--- config.mk ---
export PLATFORM = sky130hd
export DESIGN_NAME = dlf_cell
export DESIGN_NICKNAME = d
export VERILOG_FILES = /design/src/design/dlf_pkg.sv /design/src/design/dlf_cell.sv
export SDC_FILE = /design/constraint.sdc
export NUM_CORES = 1
export LEC_CHECK = 0
export BUFFER_PORTS_ARGS = -buffer_cell sky130_fd_sc_hd__buf_2
export CAP_MARGIN = 40
export CORE_MARGIN = 1.5
export CORE_UTILIZATION = 40
export DETAILED_ROUTE_END_ITERATION = 10
export GPL_ROUTABILITY_DRIVEN = 0
export MAX_ROUTING_LAYER = met4
export PLACE_DENSITY = 0.6
export SKIP_CTS_REPAIR_TIMING = 1
export SLEW_MARGIN = 20
export SYNTH_ARGS = -nofsm -noshare
export SYNTH_HDL_FRONTEND = slang
export SYNTH_SLANG_ARGS = --single-unit
--- constraint.sdc ---
create_clock -name clk -period 6.5 [get_ports clk]
set_clock_uncertainty 0.1 [all_clocks]
set_input_delay 0.325 -clock clk [delete_from_list [all_inputs] [get_ports clk]]
set_output_delay 0.325 -clock clk [all_outputs]
set_load 0.005 [all_outputs]
--- src/design/dlf_pkg.sv ---
// ============================================================================
// dlf_pkg: shared types and constants of the dense layer forward block
// Sizes, field widths, codes and the fixed-point helper functions.
// ============================================================================
package dlf_pkg;

    localparam int MAX_INPUTS  = 64;
    localparam int MAX_NEURONS = 16;

    localparam int IDX_W      = $clog2(MAX_INPUTS);
    localparam int NRN_W      = $clog2(MAX_NEURONS);
    localparam int WMEM_AW    = IDX_W + NRN_W;
    localparam int WMEM_DEPTH = MAX_INPUTS * MAX_NEURONS;

    localparam int VAL_W  = 16;
    localparam int PROD_W = 2 * VAL_W;
    localparam int ACC_W  = 40;
    localparam int FRAC_W = 12;

    localparam int IN_CNT_W  = 7;
    localparam int NRN_CNT_W = 5;
    localparam int CFG_IDX_W = 1;
    localparam int CFG_W     = 7;

    localparam int S_TDATA_W = 32;
    localparam int S_TUSER_W = 2;
    localparam int M_TDATA_W = 24;

    localparam logic [1:0] MODE_WEIGHT = 2'd0;
    localparam logic [1:0] MODE_BIAS   = 2'd1;
    localparam logic [1:0] MODE_ELEM   = 2'd2;

    localparam logic [CFG_IDX_W-1:0] CFG_INPUT_COUNT  = 1'b0;
    localparam logic [CFG_IDX_W-1:0] CFG_NEURON_COUNT = 1'b1;

    // One input element on its way down the row of cells.
    typedef struct packed {
        logic                    valid;
        logic                    start;
        logic signed [VAL_W-1:0] x;
    } token_t;

    // Controls from the sequencer to the row of cells.
    typedef struct packed {
        token_t                  tok;
        logic                    bias_we;
        logic [NRN_W-1:0]        bias_sel;
        logic signed [VAL_W-1:0] bias_val;
        logic                    shift;
    } cell_ctrl_t;

    // Saturate a sum that has one guard bit to the accumulator range.
    function automatic logic signed [ACC_W-1:0] sat_acc(input logic signed [ACC_W:0] s);
        logic signed [ACC_W-1:0] r;
        if (s[ACC_W] != s[ACC_W-1])
        begin
            r = s[ACC_W] ? {1'b1, {(ACC_W-1){1'b0}}} : {1'b0, {(ACC_W-1){1'b1}}};
        end
        else
        begin
            r = s[ACC_W-1:0];
        end
        return r;
    endfunction

    // Arithmetic shift right by the fraction width, then saturate to a value.
    function automatic logic signed [VAL_W-1:0] finish(input logic signed [ACC_W-1:0] acc);
        logic signed [ACC_W-FRAC_W-1:0] q;
        logic signed [VAL_W-1:0]        r;
        q = acc[ACC_W-1:FRAC_W];
        if (q[ACC_W-FRAC_W-1:VAL_W-1] == '0 || q[ACC_W-FRAC_W-1:VAL_W-1] == '1)
        begin
            r = q[VAL_W-1:0];
        end
        else
        begin
            r = q[ACC_W-FRAC_W-1] ? {1'b1, {(VAL_W-1){1'b0}}} : {1'b0, {(VAL_W-1){1'b1}}};
        end
        return r;
    endfunction

endpackage

--- src/design/dlf_cell.sv ---
// ============================================================================
// dlf_cell: one neuron of the layer
// Holds the neuron's bias and accumulator, multiplies the passing element by
// its weight and hands the element on to the next cell in the next cycle.
// ============================================================================
module dlf_cell (
    input  logic                              clk,
    input  logic                              rst_n,
    input  dlf_pkg::token_t                   tok_in,
    output dlf_pkg::token_t                   tok_out,
    input  logic signed [dlf_pkg::VAL_W-1:0]  weight,
    input  logic                              active,
    input  logic                              bias_we,
    input  logic signed [dlf_pkg::VAL_W-1:0]  bias_val,
    input  logic                              shift,
    input  logic signed [dlf_pkg::ACC_W-1:0]  acc_in,
    output logic signed [dlf_pkg::ACC_W-1:0]  acc_out
);
    import dlf_pkg::*;

    token_t                   tok_reg;
    logic signed [VAL_W-1:0]  bias_reg;
    logic signed [PROD_W-1:0] prod_reg;
    logic                     pv_reg;
    logic                     pact_reg;
    logic                     pstart_reg;
    logic signed [ACC_W-1:0]  acc_reg;
    logic signed [ACC_W-1:0]  acc_next;
    logic signed [ACC_W-1:0]  base;
    logic signed [ACC_W-1:0]  addend;
    logic signed [ACC_W:0]    sum;

    always_ff @(posedge clk or negedge rst_n)
    begin
        if (!rst_n)
        begin
            tok_reg    <= '0;
            bias_reg   <= '0;
            pv_reg     <= 1'b0;
            pact_reg   <= 1'b0;
            pstart_reg <= 1'b0;
            acc_reg    <= '0;
        end
        else
        begin
            tok_reg    <= tok_in;
            pv_reg     <= tok_reg.valid;
            pact_reg   <= active;
            pstart_reg <= tok_reg.start;
            acc_reg    <= acc_next;
            if (bias_we)
            begin
                bias_reg <= bias_val;
            end
        end
    end

    always_ff @(posedge clk)
    begin
        prod_reg <= PROD_W'(tok_reg.x) * PROD_W'(weight);
    end

    // The first element of a row starts from the bias, aligned to the
    // accumulator's fraction. Every cell is preset, active or not.
    always_comb
    begin
        base   = pstart_reg ? ACC_W'(signed'({bias_reg, {FRAC_W{1'b0}}})) : acc_reg;
        addend = pact_reg ? ACC_W'(prod_reg) : '0;
        sum    = (ACC_W+1)'(base) + (ACC_W+1)'(addend);
        if (shift)
        begin
            acc_next = acc_in;
        end
        else if (pv_reg)
        begin
            acc_next = sat_acc(sum);
        end
        else
        begin
            acc_next = acc_reg;
        end
    end

    assign tok_out = tok_reg;
    assign acc_out = acc_reg;

endmodule

== Yosys cells after proc, flatten, opt, wreduce, memory -nomap -nowiden ==
Index checks and enable logic that the tools add are counted.

* Bits of input ports: 95
* Bits in writable memories: 0
* Memories kept: 0
* Output and inout bits: 58
* Bits in latches: 0
* Memory bits (read-only): 0
* Flip-flop bits (word level): 109
* Logic and storage cells: 19

* Multiplexer cells: 6
* Shifts and indexed selects: 0
* Multiply operators: 1
* Bitwise gates (word level): 0
* $add $sub $neg: 1
* Divide/modulo/power cells: 0
* Order comparisons: 0
* Eq/ne operators: 1
* Reductions and logical operators: 1

{| class="wikitable"
|+ Operator list
! cell !! number
|-
| $mux 40 || 6
|-
| $add 40x40->41 || 1
|-
| $mul 16x16->32 || 1
|-
| $reduce_bool 2->1 || 1
|-
| $ne 1x1->1 || 1
|}

== Depth between registers and ports, before layout ==
Gate-level depths: netlist of the first run.

* Depth in word-level cells: 6
* Gate-level depth with buffers: 24
* Depth with buffers taken out: 23

== Worst setup path after synthesis of the first run ==
Ideal clock, no wire load.

* Kind: reg2reg
* Start: register tok_reg, in the netlist tok_out[7]
* End: register prod_reg[28]
* Data arrival time: 5888 ps
* Stages on the path, launching flop included: 24
* Setup time: 72 ps
* Clock period less this slack: 6060 ps
* Buffers on the path: 1
* Data required time: 6328 ps
* Slack: 440 ps
* Cells stage by stage: dfrtp_1 > clkbuf_1 > nand2_1 > fa_1 > inv_1 > fa_1 > inv_1 > fa_1 > inv_1 > fa_1 > fa_1 > inv_1 > fa_1 > inv_1 > ha_1 > a21o_1 > a21o_1 > a211o_1 > a2111o_1 > nand2_1 > o31ai_1 > a21o_1 > a21oi_1 > xnor2_1

* Longest elaborated chain between the ends: 1

{| class="wikitable"
|+ Ends and longest elaborated chain
! item !! RTL line !! text
|-
| start: declaration || dlf_cell.sv:21 || <nowiki>token_t tok_reg;</nowiki>
|-
| start signal: assignment || dlf_cell.sv:46 || <nowiki>tok_reg <= tok_in;</nowiki>
|-
| $mul 16x16->32 || dlf_cell.sv:60 || <nowiki>prod_reg <= PROD_W'(tok_reg.x) * PROD_W'(weight);</nowiki>
|-
| end signal: assignment || dlf_cell.sv:60 ||
|-
| end: declaration || dlf_cell.sv:23 || <nowiki>logic signed [PROD_W-1:0] prod_reg;</nowiki>
|}

No other way between the ends.
A chain may end at the register's enable or synchronous reset.

== Worst setup path after layout of the first run ==
* Start: register tok_reg, in the netlist tok_out[4]
* End: register prod_reg[28]

Same word-level chain as after synthesis.

==> results of run 1 <==
==> metal layers <==
metal  global-route usage  wire length, um
met1                0.286            19000
met2                0.368            20600
met3               0.0211             1780
met4               0.0585              796
met5                    -                0
==> layout make-up <==
| type | instances | area share |
|---|---|---|
| tap | 525 | 0.0365 |
| clock buffer | 9 | 0.0125 |
| sequential | 109 | 0.143 |
| multi-input combinational | 1294 | 0.671 |
| inverter | 308 | 0.0642 |
| antenna | 1 | 0.000139 |
| timing repair buffer | 204 | 0.0689 |
| clock inverter | 7 | 0.00326 |
==> per-stage QoR <==
| step | utilization | std cells |
|---|---|---|
| after floorplan | - | 1781 |
| after global placement | 0.440 | 2419 |
| after detailed placement | 0.440 | 2420 |
| after CTS | 0.448 | 2436 |
| after global routing | 0.454 | 2457 |
| final | 0.454 | 2457 |
==> cells by family after synthesis <==
logic type / count (synthesis)
and+or+nand+nor: 513
adders and majority gates: 385
buffers and inverters: 378
AOI/OAI and AO/OA: 292
DFF: 109
xor gates and xnor gates: 73
muxes: 31
==> path summary, 6_finish.rpt <==
| kind | endpoint | slack (ps) | cells past startpoint |
|---|---|---|---|
| worst max-delay path | prod_reg[28] | 310 | 22 |
| worst min-delay path | tok_out[5] | 10 | 1 |
| worst max register to register | prod_reg[28] | 310 | 22 |
| worst min register to register | pstart_reg | 270 | 0 |
| max in group asynchronous | acc_out[19] | 5160 | 4 |
| min in group asynchronous | tok_out[12] | 280 | 2 |
==> cells in the mapped netlist, types with 4 or more instances <==
| library cell | n | area, sq um |
|---|---|---|
| nand4_1 | 10 | 62.6 |
| xor2_1 | 19 | 166 |
| nor2_1 | 96 | 360 |
| inv_1 | 308 | 1160 |
| nor2b_1 | 17 | 106 |
| dfxtp_1 | 32 | 641 |
| a31oi_1 | 6 | 37.5 |
| and2_1 | 160 | 1000 |
| a221o_1 | 5 | 50.1 |
| buf_2 | 5 | 25.0 |
| clkbuf_1 | 58 | 218 |
| dfrtp_1 | 77 | 1930 |
| ha_1 | 122 | 1530 |
| nand2_1 | 187 | 702 |
| o21ai_0 | 40 | 200 |
| o21bai_1 | 6 | 45.0 |
| o31ai_1 | 4 | 30.0 |
| a21o_1 | 30 | 225 |
| buf_1 | 4 | 15.0 |
| xnor2_1 | 54 | 473 |
| mux2_2 | 31 | 349 |
| and3_1 | 7 | 43.8 |
| nor3_1 | 6 | 30.0 |
| fa_1 | 263 | 5270 |
| nand2b_1 | 10 | 62.6 |
| nand3_1 | 6 | 30.0 |
| or2_2 | 4 | 25.0 |
| o21a_1 | 11 | 82.6 |
| o211ai_1 | 7 | 52.6 |
| a21oi_1 | 149 | 746 |
==> impl_metrics.env, run 1 <==
export IMPL_largest_register_ffs=40
export IMPL_cp_end_kind="flop"
export IMPL_max_cap_violations=0
export IMPL_fmax_mhz=162
export IMPL_setup_ws_ps=309
export IMPL_r2r_start="tok_out[4]"
export IMPL_async_reset_ff_frac=0.706
export IMPL_firstDrtPassIters=4
export IMPL_grt_usage=0.220
export IMPL_final_cell_area_sq_mm=0.0180
export IMPL_io_buffers=152
export IMPL_worst_ep_arrival_time_ps=6390
export IMPL_synth_compound_area_frac=0.112
export IMPL_antenna_found_initial=1
export IMPL_dpl_cell_area_sq_mm=0.0175
export IMPL_core_sq_mm=0.0397
export IMPL_final_cell_mix="308 x inv_1, 263 x fa_1, 187 x nand2_1"
export IMPL_clk_latency_ps=380
export IMPL_ys_warn_count=0
export IMPL_period_needed_ps=6190
export IMPL_initial_core_util=0.405
export IMPL_multi_input_area_sq_mm=0.0121
export IMPL_synth_cell_types=59
export IMPL_path_max_fanout=13
export IMPL_worst_path_dominant_cell_family="adder cells"
export IMPL_rows=73
export IMPL_slowest_delay_ps=530
export IMPL_layout_commonest_cell="inv_1"
export IMPL_die_h_um=204
export IMPL_regArea_sq_mm=0.00258
export IMPL_outcome="completed"
export IMPL_hold_slack_ps=11.3
export IMPL_grt_max_degree=79
export IMPL_hold_violations=0
export IMPL_cpMostUsedCell="fa_1"
export IMPL_drtIter0Drc=735
export IMPL_timing_setup_tns_ps=0
export IMPL_finalSetupViolations=0
export IMPL_routedWlPerCell_um=17.2
export IMPL_globalRouteOverflowTotal=0
export IMPL_drc_errors=0
export IMPL_finalCritPeriodShare=0.952
export IMPL_critical_path_class="reg2reg"
export IMPL_synth_fp_nets=2261
export IMPL_synth_simple_area_share=0.155
export IMPL_synth_edf_count=0
export IMPL_grt_pass1_wl_um=69400
export IMPL_pre_cts_slack_ps=187
export IMPL_cts_buffers=9
export IMPL_first_global_vias=13400
export IMPL_dp_hpwl_um=34500
export IMPL_clk_pin_slew_ps=90
export IMPL_hold_path_startpoint="tok_in[5]"
export IMPL_layout_nets=2406
export IMPL_crit_buf_inv=5
export IMPL_synthMuxAreaShare=0.0217
export IMPL_cp_required_ps=6700
export IMPL_start_kind="flop"
export IMPL_area_growth_pct=12.0
export IMPL_slew_headroom=0.479
export IMPL_cp_cell_sequence="buf_12 > and2_1 > fa_1 > inv_1 > fa_1 > inv_1 > fa_1 > fa_1 > fa_1 > inv_1 > fa_1 > inv_1 > ha_1 > a21o_1 > a21o_1 > a211o_1 > a2111o_1 > nand2_1 > o31ai_1 > a21o_1 > a21oi_1 > xnor2_1"
export IMPL_slowest_stage="fa_1"
export IMPL_fillers=3863
export IMPL_drt_total_wl_um=42200
export IMPL_drv_slew=0
export IMPL_layout_drive_gt1_share=0.134
export IMPL_hold_class="in2reg"
export IMPL_cts_tree="done"
export IMPL_cts_max_path_buffers=2
export IMPL_via_count=12600
export IMPL_htree_levels=3
export IMPL_drt_vias_per_instance=5.12
export IMPL_io_pins=153
export IMPL_synthFlopType="dfrtp_1"
export IMPL_synth_fa_ha_area_frac=0.422
export IMPL_die_x_um=204
export IMPL_cts_root_buf="clkbuf_16"
export IMPL_syn_area_per_cell_sq_um=9.04
export IMPL_synth_top_family_by_area="adder cells"
export IMPL_ys_seq_area_frac=0.160
export IMPL_netlist_area_sq_mm=0.0161
export IMPL_worst_pin_slew_ps=781
export IMPL_ys_ff_latch=109
export IMPL_critPathLaunch="tok_out[4]"
export IMPL_ant_nets=0
export IMPL_cts_num_sinks=109
export IMPL_synthXorXnorAreaFrac=0.0397
export IMPL_rsz0062_at_grt="false"
export IMPL_synthCells=1781
export IMPL_die_area_sq_mm=0.0415
Power of run 1 is left out: the tool's default activity adds up to more than one toggle a clock period on the data nets, which glitch-free logic cannot reach.
==> run 2: changes to the inputs <==
==> constraint.sdc (replaced) <==
create_clock -name clk -period 6.5 [get_ports clk]
set_clock_uncertainty 0.1 [all_clocks]
set_input_delay 1.3 -clock clk [delete_from_list [all_inputs] [get_ports clk]]
set_output_delay 1.3 -clock clk [all_outputs]
set_load 0.005 [all_outputs]
==> run 2 against run 1 <==
Sequential share of layout area down 0.63 points. Critical path depth is the same. Design area rose by 4.0%. Largest cell class unchanged. Count of clock-buffer cells in the layout rose by 2. Maximum frequency fell by 2.8%. Global-route usage about the same. Setup slack got worse by 180 ps.
==> impl_metrics.env, run 2 (synthesized netlist as in run 1, its figures left out) <==
export IMPL_outcome="completed"
export IMPL_clk_latency_ps=390
export IMPL_cp_end_kind="flop"
export IMPL_dp_hpwl_um=34600
export IMPL_grt_pass1_wl_um=69700
export IMPL_cts_num_sinks=109
export IMPL_drtIter0Drc=697
export IMPL_setup_ws_ps=133
export IMPL_area_growth_pct=16.5
export IMPL_cts_root_buf="clkbuf_16"
export IMPL_cts_max_path_buffers=2
export IMPL_clk_pin_slew_ps=80
export IMPL_slew_headroom=0.473
export IMPL_drv_slew=0
export IMPL_n_antenna_cell=0
export IMPL_first_global_vias=13400
export IMPL_hold_violations=0
export IMPL_period_needed_ps=6370
export IMPL_cts_buffers=9
export IMPL_core_sq_mm=0.0397
export IMPL_initial_core_util=0.405
export IMPL_rsz0062_at_grt="true"
export IMPL_drt_total_wl_um=41900
export IMPL_grt_max_degree=79
export IMPL_finalSetupViolations=0
export IMPL_worst_pin_slew_ps=790
export IMPL_hold_slack_ps=272
export IMPL_io_pins=153
export IMPL_dpl_cell_area_sq_mm=0.0182
export IMPL_cts_tree="done"
export IMPL_final_cell_mix="303 x inv_1, 255 x fa_1, 185 x nand2_1"
export IMPL_slowest_stage="fa_1"
export IMPL_antenna_found_initial=1
export IMPL_cp_required_ps=6650
export IMPL_min_path_cells=0
export IMPL_via_count=12700
export IMPL_finalNonFillerCells=2521
export IMPL_grt_usage=0.220
export IMPL_critical_path_class="in2reg"
export IMPL_r2r_slack_ps=320
export IMPL_hold_class="reg2reg"
export IMPL_r2r_cells=21
export IMPL_path_max_fanout=7
export IMPL_fmax_mhz=157
export IMPL_layout_commonest_cell="inv_1"
export IMPL_start_kind="primary input"
export IMPL_globalRouteOverflowTotal=0
export IMPL_worst_ep_arrival_time_ps=6520
export IMPL_htree_levels=3
export IMPL_layout_nets=2471
export IMPL_drt_vias_per_instance=5.04
export IMPL_drc_errors=0
export IMPL_die_x_um=204
export IMPL_routedWlPerCell_um=16.6
export IMPL_ant_nets=0
export IMPL_cpMostUsedCell="fa_1"
export IMPL_finalCritPeriodShare=0.980
export IMPL_largest_register_ffs=40
export IMPL_io_buffers=152
export IMPL_cp_depth=22
export IMPL_final_cell_area_sq_mm=0.0187
export IMPL_die_area_sq_mm=0.0415
export IMPL_die_h_um=204
export IMPL_layout_drive_gt1_share=0.187
export IMPL_slowest_delay_ps=520
export IMPL_placedCellCount=2495
export IMPL_worst_path_dominant_cell_family="adder cells"
export IMPL_max_cap_violations=0
export IMPL_cp_cell_sequence="buf_12 > and2_4 > fa_1 > inv_1 > fa_1 > fa_1 > inv_1 > fa_1 > fa_1 > inv_2 > fa_1 > inv_2 > ha_4 > a21o_1 > a21o_1 > a221oi_2 > o31a_1 > o221a_2 > o21a_1 > o21ai_1 > a21oi_1 > xnor2_1"
export IMPL_crit_buf_inv=5
export IMPL_rows=73
export IMPL_pre_cts_slack_ps=-411
export IMPL_firstDrtPassIters=5
[run 2: cell count changes in the layout (fill, tap and decap cells not counted), moves of 6 or more]
cell / delta
and2_1: -8
and2_4: +8
buf_2: -10
buf_4: +81
dfrtp_1: +11
dfrtp_2: -11
dlygate4sd3_1: -19
fa_1: -8
fa_2: +8
ha_1: -8
ha_4: +6
[run 2: final timing paths]
path                              from           end
setup / recovery             weight[4]  prod_reg[31]
hold / removal             tok_out[16]    pstart_reg
setup reg to reg            tok_out[9]  prod_reg[31]
hold reg to reg            tok_out[16]    pstart_reg
max in group asynchronous        rst_n    tok_out[1]
min in group asynchronous        rst_n   acc_out[36]
[run 2: metal layers]
| layer | GRT usage | up-vias | wire, um |
|---|---|---|---|
| li1 | - | 6007 | - |
| met1 | 0.288 | 6354 | 18900 |
| met2 | 0.362 | 310 | 20100 |
| met3 | 0.0361 | 35 | 2230 |
| met4 | 0.0460 | 0 | 608 |
| met5 | - | - | 0 |
[run 2: final cells by class]
type / instances / area [sq um]
repair buffers: 269 / 1770
clock buffers: 11 / 243
inverters: 308 / 1160
well taps: 525 / 657
flip-flops and latches: 109 / 2570
clock inverters: 5 / 88.8
multi-input cells: 1294 / 12300
fillers: 3856 / 21000
[run 2: metrics by stage]
stage | setup TNS (ps) | util
final | 0 | 0.472
after CTS | -44.6 | 0.465
after global routing | -298 | 0.472
after global placement | -2480 | 0.457
after detailed placement | -3140 | 0.457
after floorplan | -78.7 | -
Power of run 2 is left out for the same reason.
==> run 3: changes to the inputs <==
--- a/config.mk
+++ b/config.mk
@@ -7,12 +7,14 @@
 export LEC_CHECK = 0
 export BUFFER_PORTS_ARGS = -buffer_cell sky130_fd_sc_hd__buf_2
 export CAP_MARGIN = 40
+export CELL_PAD_IN_SITES_DETAIL_PLACEMENT = 0
+export CELL_PAD_IN_SITES_GLOBAL_PLACEMENT = 2
 export CORE_MARGIN = 1.5
-export CORE_UTILIZATION = 40
+export CORE_UTILIZATION = 35
 export DETAILED_ROUTE_END_ITERATION = 10
 export GPL_ROUTABILITY_DRIVEN = 0
 export MAX_ROUTING_LAYER = met4
-export PLACE_DENSITY = 0.6
+export PLACE_DENSITY = 0.79
 export SKIP_CTS_REPAIR_TIMING = 1
 export SLEW_MARGIN = 20
 export SYNTH_ARGS = -nofsm -noshare
==> constraint.sdc (replaced) <==
create_clock -name clk -period 5.5 [get_ports clk]
set_clock_uncertainty 0.1 [all_clocks]
set_input_delay 1.1 -clock clk [delete_from_list [all_inputs] [get_ports clk]]
set_output_delay 1.1 -clock clk [all_outputs]
set_load 0.005 [all_outputs]
==> run 3 against run 2 <==
The run now ends with setup timing left. Non-clock buffer count grew 57. Utilization shrank 4.1 points. Highest routed layer unchanged. Global-route usage shrank 2.1 points. Critical path depth is the same. Routed wire length grew 6.4%. Design area grew 4.4%. Via count grew 0.19%. Count of clock-buffer cells in the layout shrank 1.
==> impl_metrics.env, run 3 (synthesized netlist as in run 1, its figures left out) <==
export IMPL_start_kind="primary input"
export IMPL_via_count=12700
export IMPL_ant_nets=0
export IMPL_drtIter0Drc=629
export IMPL_core_sq_mm=0.0454
export IMPL_rsz0062_at_grt="true"
export IMPL_first_global_vias=13500
export IMPL_cp_required_ps=5720
export IMPL_grt_usage=0.200
export IMPL_area_growth_pct=21.6
export IMPL_pre_cts_slack_ps=-1200
export IMPL_drv_slew=0
export IMPL_slew_headroom=0.510
export IMPL_outcome="complete, but fails checks"
export IMPL_met2_usage=0.323
export IMPL_drc_errors=0
export IMPL_cts_root_buf="clkbuf_16"
export IMPL_setup_ws_ps=-717
export IMPL_max_cap_violations=0
export IMPL_reg2reg_to="prod_reg[29]"
export IMPL_fmax_mhz=161
export IMPL_cts_num_sinks=109
export IMPL_finalCritPeriodShare=1.13
export IMPL_firstDrtPassIters=5
export IMPL_largest_register_ffs=40
export IMPL_drt_total_wl_um=44500
export IMPL_dp_hpwl_um=37800
export IMPL_min_to="pstart_reg"
export IMPL_die_x_um=217
export IMPL_io_pins=153
export IMPL_path_max_fanout=3
export IMPL_clk_latency_ps=400
export IMPL_worst_pin_slew_ps=735
export IMPL_critical_path_class="in2reg"
export IMPL_hold_path_startpoint="tok_out[16]"
export IMPL_top_usage_layer="met2"
export IMPL_layout_commonest_cell="inv_1"
export IMPL_period_needed_ps=6220
export IMPL_layout_nets=2528
export IMPL_initial_core_util=0.355
export IMPL_violations="setup timing"
export IMPL_hold_class="reg2reg"
export IMPL_htree_levels=3
export IMPL_globalRouteOverflowTotal=0
export IMPL_routedWlPerCell_um=16.8
export IMPL_rows=78
export IMPL_die_h_um=217
export IMPL_worst_ep_arrival_time_ps=6440
export IMPL_final_cell_area_sq_mm=0.0196
export IMPL_cts_tree="done"
export IMPL_clk_pin_slew_ps=80
export IMPL_hold_violations=0
export IMPL_io_buffers=152
export IMPL_cts_max_path_buffers=2
export IMPL_cp_end_kind="flop"
export IMPL_die_area_sq_mm=0.0473
export IMPL_layout_drive_gt1_share=0.231
export IMPL_r2r_start="tok_out[6]"
export IMPL_r2r_slack_ps=-550
export IMPL_min_path_cells=0
export IMPL_finalSetupViolations=16
export IMPL_grt_pass1_wl_um=71700
export IMPL_gr_usage_met3=0.0264
export IMPL_final_cell_mix="292 x inv_1, 255 x fa_1, 182 x nand2_1"
export IMPL_drt_vias_per_instance=4.80
export IMPL_dpl_cell_area_sq_mm=0.0188
export IMPL_antenna_found_initial=0
export IMPL_grt_max_degree=55
export IMPL_cts_buffers=9
export IMPL_n_antenna_cell=0
export IMPL_use_met1=0.266
export IMPL_r2r_cells=22
[run 3: worst max-delay path by stage]
stage / end / slack (ps) / start / cells after the start
after global routing: prod_reg[28] / -840 / weight[10] / 22
final: prod_reg[28] / -720 / weight[10] / 22
after detailed placement: prod_reg[28] / -1200 / weight[4] / 22
after floorplan: prod_reg[28] / -840 / weight[4] / 22
after global placement: prod_reg[28] / -1110 / weight[2] / 22
after CTS: prod_reg[28] / -790 / weight[4] / 22
[run 3: area by class of cell]
type	instances	area (sq um)
inverter	308	1160
timing repair buffer	326	2350
clock inverter	6	45.0
clock buffer	10	229
sequential	109	2570
fill	4480	25800
multi-input combinational	1294	12500
tap	600	751
[run 3: per-stage QoR]
step	util	std cells	hold slack (ps)	setup TNS [ps]
final	0.431	2653	292	-6860
after global routing	0.431	2653	305	-9390
after CTS	0.420	2639	298	-9160
after detailed placement	0.414	2623	270	-17770
after global placement	0.414	2622	261	-15820
after floorplan	-	1781	276	-9540
[run 3: worst max-delay path: stages]
cell and delay (ps):
buf_8 100, and2_4 130, fa_1 570, inv_2 50, fa_1 530, inv_1 50, fa_1 500, fa_1 460
fa_1 500, inv_1 50, fa_1 490, inv_2 50, ha_4 230, a21o_1 160, a21o_1 180, a211o_1 310
a2111o_1 350, nand2_2 120, o31ai_4 70, a21o_1 180, a21oi_2 120, xnor2_1 120
[run 3: metal layers]
layer | vias to the layer above | wire [um]
li1 | 6119 | -
met1 | 6322 | 21500
met2 | 259 | 20600
met3 | 30 | 1800
met4 | 0 | 559
met5 | - | 0
Power of run 3 is left out for the same reason.
